File: src/sv/bpdc_pkg.sv
// Shared types and constants of the button press duration classifier.
`timescale 1ns / 1ps

package bpdc_pkg;

  // Channels covered by the registers and the pin field.
  localparam int HwChannels = 4;
  localparam int DefaultNumChannels = 4;

  localparam int PinW     = 4;
  localparam int CountW   = 16;
  localparam int DelayW   = 16;
  localparam int MaskW    = 4;
  localparam int ChanIdxW = 2;
  localparam int ActionW  = 2;
  localparam int CfgIdxW  = 3;
  localparam int CfgDataW = 16;

  localparam logic [CountW-1:0] CountMax = '1;

  typedef enum logic [ActionW-1:0] {
    ACT_NONE   = 2'd0,
    ACT_FIRST  = 2'd1,
    ACT_SECOND = 2'd2
  } action_t;

  typedef enum logic [CfgIdxW-1:0] {
    REG_DELAY0      = 3'd0,
    REG_DELAY1      = 3'd1,
    REG_DELAY2      = 3'd2,
    REG_DELAY3      = 3'd3,
    REG_ACTIVE_HIGH = 3'd4,
    REG_ENABLE      = 3'd5
  } cfg_reg_t;

  // What one lane reports for the current tick.
  typedef struct packed {
    action_t action;
    logic    active;
  } lane_result_t;

endpackage

File: src/sv/bpdc_in_if.sv
// Request channel that carries one timer tick with the raw pin levels.
`timescale 1ns / 1ps

interface bpdc_in_if;
  logic                       valid;
  logic                       ready;
  logic [bpdc_pkg::PinW-1:0]  pin_levels;

  modport source (output valid, output pin_levels, input ready);
  modport sink   (input valid, input pin_levels, output ready);
endinterface

File: src/sv/bpdc_out_if.sv
// Result channel that carries one per-channel classification.
`timescale 1ns / 1ps

interface bpdc_out_if;
  logic                          valid;
  logic                          ready;
  logic [bpdc_pkg::ChanIdxW-1:0] chan_index;
  logic [bpdc_pkg::ActionW-1:0]  action;
  logic                          any_active;
  logic                          last;

  modport source (output valid, output chan_index, output action,
                  output any_active, output last, input ready);
  modport sink   (input valid, input chan_index, input action,
                  input any_active, input last, output ready);
endinterface

File: src/sv/button_press_duration_classifier.sv
// Top level of the button press duration classifier.
`timescale 1ns / 1ps

// Each request on the ticks channel is one timer tick with the raw level of
// every button pin. Every channel has its own lane that adjusts the pin for
// its active level, counts active ticks in a 16-bit counter that saturates at
// 0xFFFF, and classifies presses: with a zero delay register the channel
// reports the first action when a press begins and the second on release;
// with a nonzero delay only the release reports, the first action for a press
// no longer than the delay and the second otherwise. All lanes work on the
// same tick in the cycle it is accepted. A merge stage then sends one result
// per channel in channel order, one per cycle while the results channel is
// ready, and marks the final one with last and the any-active flag. A tick
// therefore occupies the single result port for one result per channel (at
// most four), and that port sets the sustained tick rate. A tick goes from
// the holding register to the output register before its first result
// appears; the holding register takes the next tick while the results of
// the previous one are still going out. The user must make configuration
// writes only while no tick is in flight; the block itself does not enforce
// this. Disabled channels report no action and keep their counters.

module button_press_duration_classifier #(
  parameter int NUM_CHANNELS = bpdc_pkg::DefaultNumChannels
) (
  input  logic                            clk,
  input  logic                            rst,
  input  logic                            cfg_we,
  input  logic [bpdc_pkg::CfgIdxW-1:0]    cfg_index,
  input  logic [bpdc_pkg::CfgDataW-1:0]   cfg_data,
  bpdc_in_if.sink                         ticks,
  bpdc_out_if.source                      results
);
  import bpdc_pkg::*;

  // The registers and the pin field cover only four channels.
  localparam int NumLanes = (NUM_CHANNELS < 1) ? 1 :
                            (NUM_CHANNELS > HwChannels) ? HwChannels : NUM_CHANNELS;

  logic [DelayW-1:0] delay_reg [HwChannels];
  logic [MaskW-1:0]  active_high_mask;
  logic [MaskW-1:0]  enable_mask;

  logic              take_ready;
  logic              step;
  lane_result_t      lane_res [NumLanes];

  // Register writes; indexes past the enable mask are dropped.
  always_ff @(posedge clk) begin
    if (rst) begin
      for (int i = 0; i < HwChannels; i++) begin
        delay_reg[i] <= '0;
      end
      active_high_mask <= '0;
      enable_mask      <= '0;
    end else if (cfg_we) begin
      unique case (cfg_index)
        REG_DELAY0:      delay_reg[0]     <= cfg_data[DelayW-1:0];
        REG_DELAY1:      delay_reg[1]     <= cfg_data[DelayW-1:0];
        REG_DELAY2:      delay_reg[2]     <= cfg_data[DelayW-1:0];
        REG_DELAY3:      delay_reg[3]     <= cfg_data[DelayW-1:0];
        REG_ACTIVE_HIGH: active_high_mask <= cfg_data[MaskW-1:0];
        REG_ENABLE:      enable_mask      <= cfg_data[MaskW-1:0];
        default: begin
        end
      endcase
    end
  end

  assign ticks.ready = take_ready;
  assign step        = ticks.valid && take_ready;

  for (genvar g = 0; g < NumLanes; g++) begin : g_lane
    bpdc_lane u_lane (
      .clk         (clk),
      .rst         (rst),
      .step        (step),
      .enable      (enable_mask[g]),
      .active_high (active_high_mask[g]),
      .raw         (ticks.pin_levels[g]),
      .delay       (delay_reg[g]),
      .result      (lane_res[g])
    );
  end

  bpdc_merge #(
    .NumLanes (NumLanes)
  ) u_merge (
    .clk        (clk),
    .rst        (rst),
    .step       (step),
    .lane_res   (lane_res),
    .take_ready (take_ready),
    .results    (results)
  );

endmodule

File: src/sv/bpdc_lane.sv
// One channel: active-level adjust, saturating press counter and classification.
`timescale 1ns / 1ps

module bpdc_lane (
  input  logic                          clk,
  input  logic                          rst,
  input  logic                          step,
  input  logic                          enable,
  input  logic                          active_high,
  input  logic                          raw,
  input  logic [bpdc_pkg::DelayW-1:0]   delay,
  output bpdc_pkg::lane_result_t        result
);
  import bpdc_pkg::*;

  logic [CountW-1:0] press_count;
  logic [CountW-1:0] press_count_next;
  logic              act;
  logic              cnt_zero;
  logic              dly_zero;
  action_t           action;

  assign act      = active_high ? raw : !raw;
  assign cnt_zero = (press_count == '0);
  assign dly_zero = (delay == '0);

  always_comb begin
    action = ACT_NONE;
    if (act) begin
      if (dly_zero && cnt_zero) begin
        action = ACT_FIRST;
      end
    end else if (!cnt_zero) begin
      if (dly_zero) begin
        action = ACT_SECOND;
      end else begin
        action = (press_count <= delay) ? ACT_FIRST : ACT_SECOND;
      end
    end
  end

  // On an accepted tick, a release leaves an enabled channel's counter at zero.
  always_comb begin
    if (!act) begin
      press_count_next = '0;
    end else if (press_count == CountMax) begin
      press_count_next = press_count;
    end else begin
      press_count_next = press_count + CountW'(1);
    end
  end

  always_ff @(posedge clk) begin
    if (rst) begin
      press_count <= '0;
    end else if (step && enable) begin
      press_count <= press_count_next;
    end
  end

  assign result.action = enable ? action : ACT_NONE;
  assign result.active = enable && act;

endmodule

File: src/sv/bpdc_merge.sv
// Collects a tick's lane results and sends one per cycle while results is ready.
`timescale 1ns / 1ps

module bpdc_merge #(
  parameter int NumLanes = bpdc_pkg::HwChannels
) (
  input  logic                   clk,
  input  logic                   rst,
  input  logic                   step,
  input  bpdc_pkg::lane_result_t lane_res [NumLanes],
  output logic                   take_ready,
  bpdc_out_if.source             results
);
  import bpdc_pkg::*;

  localparam int IdxW = (NumLanes > 1) ? $clog2(NumLanes) : 1;

  logic              hold_valid;
  action_t           hold_action [NumLanes];
  logic              hold_any;

  logic              out_valid;
  logic [IdxW-1:0]   out_count;
  action_t           out_action [NumLanes];
  logic              out_any;

  logic              any_now;
  logic              last_now;
  logic              out_step;
  logic              out_done;
  logic              load;

  always_comb begin
    any_now = 1'b0;
    for (int i = 0; i < NumLanes; i++) begin
      any_now = any_now | lane_res[i].active;
    end
  end

  assign last_now   = (out_count == IdxW'(NumLanes - 1));
  assign out_step   = out_valid && results.ready;
  assign out_done   = out_step && last_now;
  assign load       = hold_valid && (!out_valid || out_done);
  assign take_ready = !hold_valid || load;

  always_ff @(posedge clk) begin
    if (rst) begin
      hold_valid <= 1'b0;
    end else if (step) begin
      hold_valid <= 1'b1;
    end else if (load) begin
      hold_valid <= 1'b0;
    end
  end

  always_ff @(posedge clk) begin
    if (step) begin
      for (int i = 0; i < NumLanes; i++) begin
        hold_action[i] <= lane_res[i].action;
      end
      hold_any <= any_now;
    end
  end

  always_ff @(posedge clk) begin
    if (rst) begin
      out_valid <= 1'b0;
      out_count <= '0;
    end else begin
      if (load) begin
        out_valid <= 1'b1;
        out_count <= '0;
      end else if (out_done) begin
        out_valid <= 1'b0;
      end else if (out_step) begin
        out_count <= out_count + IdxW'(1);
      end
    end
  end

  // The head of the shift line is always the channel on the port.
  always_ff @(posedge clk) begin
    if (load) begin
      for (int i = 0; i < NumLanes; i++) begin
        out_action[i] <= hold_action[i];
      end
      out_any <= hold_any;
    end else if (out_step) begin
      for (int i = 0; i < NumLanes - 1; i++) begin
        out_action[i] <= out_action[i + 1];
      end
    end
  end

  assign results.valid      = out_valid;
  assign results.chan_index = ChanIdxW'(out_count);
  assign results.action     = out_action[0];
  assign results.any_active = last_now && out_any;
  assign results.last       = last_now;

endmodule

File: src/flat_wrapper.sv
// flat-port wrapper written by rule: the top's interface ports become plain ports
module button_press_duration_classifier_flat import bpdc_pkg::*;
#(
  parameter int NUM_CHANNELS = bpdc_pkg::DefaultNumChannels
)
  (clk, rst, cfg_we, cfg_index, cfg_data, ticks_valid, ticks_pin_levels, ticks_ready, results_valid, results_chan_index, results_action, results_any_active, results_last, results_ready);
  bpdc_in_if ticks_i ();
  bpdc_out_if results_i ();
  input  logic clk;
  input  logic rst;
  input  logic cfg_we;
  input  logic [bpdc_pkg::CfgIdxW-1:0] cfg_index;
  input  logic [bpdc_pkg::CfgDataW-1:0] cfg_data;
  input wire logic [$bits(ticks_i.valid)-1:0] ticks_valid;
  input wire logic [$bits(ticks_i.pin_levels)-1:0] ticks_pin_levels;
  output wire logic [$bits(ticks_i.ready)-1:0] ticks_ready;
  output wire logic [$bits(results_i.valid)-1:0] results_valid;
  output wire logic [$bits(results_i.chan_index)-1:0] results_chan_index;
  output wire logic [$bits(results_i.action)-1:0] results_action;
  output wire logic [$bits(results_i.any_active)-1:0] results_any_active;
  output wire logic [$bits(results_i.last)-1:0] results_last;
  input wire logic [$bits(results_i.ready)-1:0] results_ready;
  assign ticks_i.valid = ticks_valid;
  assign ticks_i.pin_levels = ticks_pin_levels;
  assign ticks_ready = ticks_i.ready;
  assign results_valid = results_i.valid;
  assign results_chan_index = results_i.chan_index;
  assign results_action = results_i.action;
  assign results_any_active = results_i.any_active;
  assign results_last = results_i.last;
  assign results_i.ready = results_ready;
  button_press_duration_classifier #(.NUM_CHANNELS(NUM_CHANNELS)) u_core (.clk(clk), .rst(rst), .cfg_we(cfg_we), .cfg_index(cfg_index), .cfg_data(cfg_data), .ticks(ticks_i), .results(results_i));
endmodule
File: config.mk
export PLATFORM = sky130hd
export DESIGN_NAME = button_press_duration_classifier_flat
export DESIGN_NICKNAME = d
export VERILOG_FILES = /design/src/sv/bpdc_pkg.sv /design/src/sv/bpdc_in_if.sv /design/src/sv/bpdc_out_if.sv /design/src/sv/button_press_duration_classifier.sv /design/src/sv/bpdc_lane.sv /design/src/sv/bpdc_merge.sv /design/src/flat_wrapper.sv
export SDC_FILE = /design/constraint.sdc
export NUM_CORES = 1
export LEC_CHECK = 0
export BUFFER_PORTS_ARGS = -buffer_cell sky130_fd_sc_hd__buf_2
export CORE_MARGIN = 10
export CORE_UTILIZATION = 35
export DETAILED_ROUTE_END_ITERATION = 10
export GPL_TIMING_DRIVEN = 0
export PLACE_DENSITY = 0.58
export SYNTH_ARGS = -nofsm -noshare
export SYNTH_HDL_FRONTEND = slang
export SYNTH_HIERARCHICAL = 1
export SYNTH_SLANG_ARGS = --single-unit
File: constraint.sdc
create_clock -name clk -period 2.8 [get_ports clk]
set_input_delay 0.28 -clock clk [delete_from_list [all_inputs] [get_ports clk]]
set_output_delay 0.28 -clock clk [all_outputs]
set_load 0.02 [all_outputs]
### Yosys cells after proc, flatten, opt, wreduce, memory -nomap -nowiden

Memory sizes are Yosys's and may differ from the RTL's.
Cells that the tools add are included.

| word-level totals | value |
|---|---|
| memories kept | 3 |
| bits in registers | 78 |
| logic and storage cells | 164 |
| output and inout port bits | 8 |
| bits in writable memories | 80 |

Memories:

| memory | words | width | rd ports | clocked after memory_dff | write ports | line | RTL |
|---|---|---|---|---|---|---|---|
| u_core.delay_reg | 4 | 16 | 4 | 0 | 4 | button_press_duration_classifier.sv:39 | `logic [DelayW-1:0] delay_reg [HwChannels];` |
| u_core.u_merge.hold_action | 4 | 2 | 4 | 0 | 4 | bpdc_merge.sv:19 | `action_t hold_action [NumLanes];` |
| u_core.u_merge.out_action | 4 | 2 | 4 | 0 | 4 | bpdc_merge.sv:24 | `action_t out_action [NumLanes];` |

| cells by class | value |
|---|---|
| order comparisons | 4 |
| eq/ne operators | 14 |
| $add $sub $neg | 5 |
| bitwise gates (word level) | 11 |
| reduce and logical (&&, ||, !) cells | 44 |
| mux-type cells | 72 |

Operators with widths:

| operator | count |
|---|---|
| $mux 16 | 12 |
| $logic_not 16->1 | 8 |
| $add 16x1->16 const B | 4 |
| $eq 16x16->1 const B | 4 |
| $le 16x16->1 | 4 |
| $mux 2 | 23 |
| $mux 1 | 37 |
| $logic_and 1x1->1 | 17 |
| $reduce_and 2->1 | 7 |
| $or 1x1->1 | 10 |
| $ne 2x2->1 const B | 4 |
| $eq 3x2->1 const B | 2 |
| $eq 3x3->1 const B | 2 |
| $logic_not 1->1 | 6 |
| $reduce_bool 2->1 | 2 |
| $eq 3x1->1 const B | 1 |
| $logic_not 3->1 | 1 |
| $add 2x1->2 const B | 1 |
| $eq 2x2->1 const B | 1 |
| $logic_or 1x1->1 | 2 |
| $reduce_or 2->1 | 1 |
| $not 1->1 | 1 |

### Logic depth before layout (Yosys ltp)

| depth | value |
|---|---|
| depth after elaboration | 8 |
| gate-level depth with buffers | 9 |

### Modules after synthesis

The synthesis kept the hierarchy.

By module, submodules not included:

| module | sequential area each (um^2) | area each (um^2) | instances | cells an instance |
|---|---|---|---|---|
| bpdc_lane | 320.3 | 1398.8 | 4 | 175 |
| button_press_duration_classifier | 2082.0 | 3133.0 | 1 | 201 |
| bpdc_merge | 620.6 | 858.3 | 1 | 52 |

### Least setup slack after synthesis

No wires, ideal clock.

| path | value |
|---|---|
| path type | register -> register |
| from | reg u_core.u_merge.out_count[0], in the netlist u_core/u_merge/results.chan_index[0] |
| to | reg u_core.g_lane[0].u_lane.press_count[8] |
| path slack | -58 ps |
| period minus slack after synthesis | 2858 ps |
| arrival time | 2788 ps |
| path buffers | 0 |
| stages on the path, launching flop included | 9 |
| library setup time | 70 ps |
| cell sequence | dfxtp_1 -> ha_1 -> a21boi_2 -> nand2_1 -> and2_1 -> nand2_1 -> or4_4 -> or3_1 -> a21oi_1 |

| between the ends | value |
|---|---|
| cells in the longest elaborated chain, start to end | 8 |

RTL lines:

| item | line | RTL |
|---|---|---|
| start, declared | bpdc_merge.sv:23 | `logic [IdxW-1:0] out_count;` |
| start signal, assigned | bpdc_merge.sv:76 | `out_count <= out_count + IdxW'(1);` |
| $eq 2x2->1 | bpdc_merge.sv:40 | `assign last_now = (out_count == IdxW'(NumLanes - 1));` |
| net results_last | flat_wrapper.sv:21 | `output wire logic [$bits(results_i.last)-1:0] results_last;` |
| $logic_and 1x1->1 | bpdc_merge.sv:42 | `assign out_done = out_step && last_now;` |
| $logic_or 1x1->1 | bpdc_merge.sv:43 | `assign load = hold_valid && (!out_valid \|\| out_done);` |
| $logic_and 1x1->1 | bpdc_merge.sv:43 |  |
| $logic_or 1x1->1 | bpdc_merge.sv:44 | `assign take_ready = !hold_valid \|\| load;` |
| net ticks_ready | flat_wrapper.sv:16 | `output wire logic [$bits(ticks_i.ready)-1:0] ticks_ready;` |
| $logic_and 1x1->1 | button_press_duration_classifier.sv:70 | `assign step = ticks.valid && take_ready;` |
| net u_core.step | button_press_duration_classifier.sv:44 | `logic step;` |
| $logic_and 1x1->1 | bpdc_lane.sv:56 | `end else if (step && enable) begin` |
| $reduce_and 2->1 (no line) | -- |  |
| end signal, assigned | bpdc_lane.sv:57 | `press_count <= press_count_next;` |
| end, declared | bpdc_lane.sv:16 | `logic [CountW-1:0] press_count;` |

The timed path passes the listed nets, and every way through them passes these cells.
A chain may end at the register's enable or synchronous reset.

### Final worst setup path

| path | value |
|---|---|
| from | reg u_core.u_merge.out_count[0], in the netlist u_core/u_merge/results.chan_index[0] |
| to | reg u_core.g_lane[2].u_lane.press_count[13] |

| between the ends | value |
|---|---|
| cells in the longest elaborated chain, start to end | 8 |

RTL lines:

| item | line |
|---|---|
| $eq 2x2->1 | bpdc_merge.sv:40 |
| $logic_and 1x1->1 | bpdc_merge.sv:42 |
| $logic_or 1x1->1 | bpdc_merge.sv:43 |
| $logic_and 1x1->1 | bpdc_merge.sv:43 |
| $logic_or 1x1->1 | bpdc_merge.sv:44 |
| $logic_and 1x1->1 | button_press_duration_classifier.sv:70 |
| net u_core.step | button_press_duration_classifier.sv:44 |
| $logic_and 1x1->1 | bpdc_lane.sv:56 |
| $reduce_and 2->1 (no line) | -- |
| end signal, assigned | bpdc_lane.sv:57 |
| end, declared | bpdc_lane.sv:16 |

The timed path passes the listed nets, and every way through them passes these cells.

==> impl_metrics.env <==
export IMPL_status="finished clean"
export IMPL_fmax_mhz=385.6
export IMPL_fin_util_pct=40.18
export IMPL_cts_root_buf="clkbuf_16"
export IMPL_fin_ws_ns=0.2064
export IMPL_vias=7194
export IMPL_multi_input_area_sq_um=5077
export IMPL_dp_slack_ns=0.02878
export IMPL_wl_per_cell_microns=16.66
export IMPL_syn_area_sq_um=9587
export IMPL_cts_tree="done"
export IMPL_cts_sinks=158
export IMPL_yosys_area_top_type_share_pct=25.69
export IMPL_holdBufCountCts=0
export IMPL_ys_ff_latch=158
export IMPL_worstPathCellList="ha_1 -> a21boi_2 -> nand2_1 -> and2_4 -> and2_1 -> nand3_1 -> a2111oi_1 -> xnor2_1 -> nor2_1"
export IMPL_synth_cells=953
export IMPL_coreArea_sq_um=26950
export IMPL_setup_viol_count_final=0
export IMPL_required_ns=3.12
export IMPL_grt_pass1_wl_mm=36.47
export IMPL_synth_top_cells_by_count="inv_1 (88), edfxtp_1 (82), dfxtp_1 (76), ha_1 (73), nor3_2 (72)"
export IMPL_layout_nets=1108
export IMPL_dpl_cell_area_sq_um=10190
export IMPL_finalClockSkew_ns=0.008454
export IMPL_clkTransAtPathRegs_ns=0.07
export IMPL_io_pins=36
export IMPL_syn2layout_area_growth_pct=12.96
export IMPL_start_util_pct=35.57
export IMPL_seqCellArea_sq_um=3984
export IMPL_report_final_slew_viol_count=0
export IMPL_yosys_area_top_type="edfxtp_1"
export IMPL_synth_nets=1054
export IMPL_n_antenna_cell=0
export IMPL_yosysMostFrequentCell="inv_1"
export IMPL_vdd_ir_drop_max_uv=314.6
export IMPL_ys_warn_count=6
export IMPL_crit_fanout=18
export IMPL_drt_pass1_iterations=5
export IMPL_worst_pin_slew_ns=0.8069
export IMPL_synth_edf_count=82
export IMPL_synthFlopType="edfxtp_1"
export IMPL_antenna_found_initial=0
export IMPL_cts_buffers=17
export IMPL_die_x_microns=185.5
export IMPL_htree_levels=4
export IMPL_die_h_microns=185.5
export IMPL_gp_congestion=0.8326
export IMPL_leakage_nw=3.961
export IMPL_finalSetupTns_ns=0
export IMPL_layout_drive_gt1_share_pct=21.08
export IMPL_synth_area_leaders="edfxtp_1 (26%), dfxtp_1 (16%), ha_1 (9.5%)"
export IMPL_power_density_nw_per_um2=484.0
export IMPL_wirelength_mm=22.67
export IMPL_first_iter_violations=473
export IMPL_relSlewSlack_pct=46.17
export IMPL_slowest_stage="a2111oi_1"
export IMPL_slowest_delay_ns=0.48
export IMPL_drv_cap=0
export IMPL_fin_area_sq_um=10830
export IMPL_synth_cell_types=54
export IMPL_critPathArrivalTime_ns=2.91
export IMPL_fill_cells=2627
export IMPL_start_kind="flop"
export IMPL_synth_avg_cell_area_sq_um=10.06
export IMPL_clockBufferDepth=2
export IMPL_avgViaCountPerCell=5.286
export IMPL_rows=60
export IMPL_async_flop_share_pct=0
export IMPL_grtUsageTotal_pct=13.42
export IMPL_hold_class="input pin to flop"
export IMPL_port_buffers=35
export IMPL_finalHoldViolations=0
export IMPL_overflow=0
export IMPL_finalCritPeriodShare_pct=92.63
export IMPL_path_class="flop to flop"
export IMPL_grt_pass1_vias=6959
export IMPL_drc=0
export IMPL_dp_hpwl_mm=16.80
export IMPL_seq_area_frac_synth_pct=41.56
export IMPL_post_cts_setup_buffers=0
export IMPL_insertion_delay_ns=0.43
export IMPL_die_area_sq_um=34410
export IMPL_min_period_ns=2.594
export IMPL_crit_path_end_kind="flop"
export IMPL_grt_max_degree=33
export IMPL_antenna_left=0
-- cells in the final DEF, fill, tap and decap left out, types with 44 or more instances in the layout --
cell	n
nand2_1	51
buf_2	44
nor2_1	67
inv_1	88
xnor2_1	56
ha_1	73
edfxtp_1	82
dfxtp_1	76
nor3_2	72
a21oi_1	50
-- report_power, final --
| part | leakage, nW | switching [mW] | internal [mW] |
|---|---|---|---|
| Combinational | 2.29 | 0.255 | 0.121 |
| Sequential | 1.41 | 0.0527 | 2.52 |
| Clock | 0.260 | 0.976 | 1.32 |
-- per-layer routing --
metal  global-route usage, %  vias to the layer above  wire length (microns)
met5                       0                        -                      0
met4                   3.674                        0                    189
met3                   2.788                       12                   1161
met2                   19.99                      165                   9840
met1                   19.12                     3425                  11480
li1                        -                     3592                      -
-- worst max-delay path, delay by kind of cell (launching register included) --
family / cells / cell delay, ns
and+or+nand+nor: 5 / 1.01
AOI/OAI and AO/OA: 2 / 0.60
DFF: 1 / 0.39
adders and majority gates: 1 / 0.30
xor gates and xnor gates: 1 / 0.17
-- per-stage QoR --
stage          cells  hold WS, ns  power [mW]
6_report        1361       0.1734       5.242
5_1_grt         1361       0.1692       5.451
4_1_cts         1361       0.1632       5.296
3_5_place_dp    1329       0.4056       2.997
3_3_place_gp    1329       0.4047       2.988
2_1_floorplan    953       0.3491       2.853
-- layout make-up --
type / count / share of cell area [%]
Clock buffer: 19 / 3.998
Inverter: 92 / 3.189
Sequential cell: 158 / 36.79
Timing Repair Buffer: 35 / 1.618
Clock inverter: 13 / 1.294
Buffer: 34 / 2.288
Tap cell: 341 / 3.940
Multi-Input combinational cell: 669 / 46.89
-- logic make-up (layout without fill, tap and decap cells) --
logic type,count (synthesis),after routing,share of synthesized area [%]
adders and majority gates,73,73,9.528
AOI/OAI and AO/OA,128,128,9.306
DFF,158,158,41.56
buffers and inverters,126,193,6.186
and+or+nand+nor,392,392,26.18
muxes,16,16,1.762
xor gates and xnor gates,60,60,5.482
-- final timing paths --
path,start,endpoint,slack (ns),depth (start not counted)
setup / recovery,u_core/u_merge/results.chan_index[0]$_SDFFE_PP0P_,u_core/g_lane[2].u_lane/press_count[13]$_SDFFE_PP0P_,0.21,9
hold / removal,cfg_data[1],u_core/enable_mask[1]$_SDFFE_PP0P_,0.17,3
setup reg to reg,u_core/u_merge/results.chan_index[0]$_SDFFE_PP0P_,u_core/g_lane[2].u_lane/press_count[13]$_SDFFE_PP0P_,0.21,9
hold reg to reg,u_core/u_merge/hold_any$_DFFE_PP_,u_core/u_merge/out_any$_DFFE_PP_,0.42,0
-- timing repair --
action | in CTS | in global routing
setup endpoints to repair | 0 | 51
resized for setup | 0 | 11
hold endpoints to repair | 0 | 0
Power figures use the tool's default switching activity.
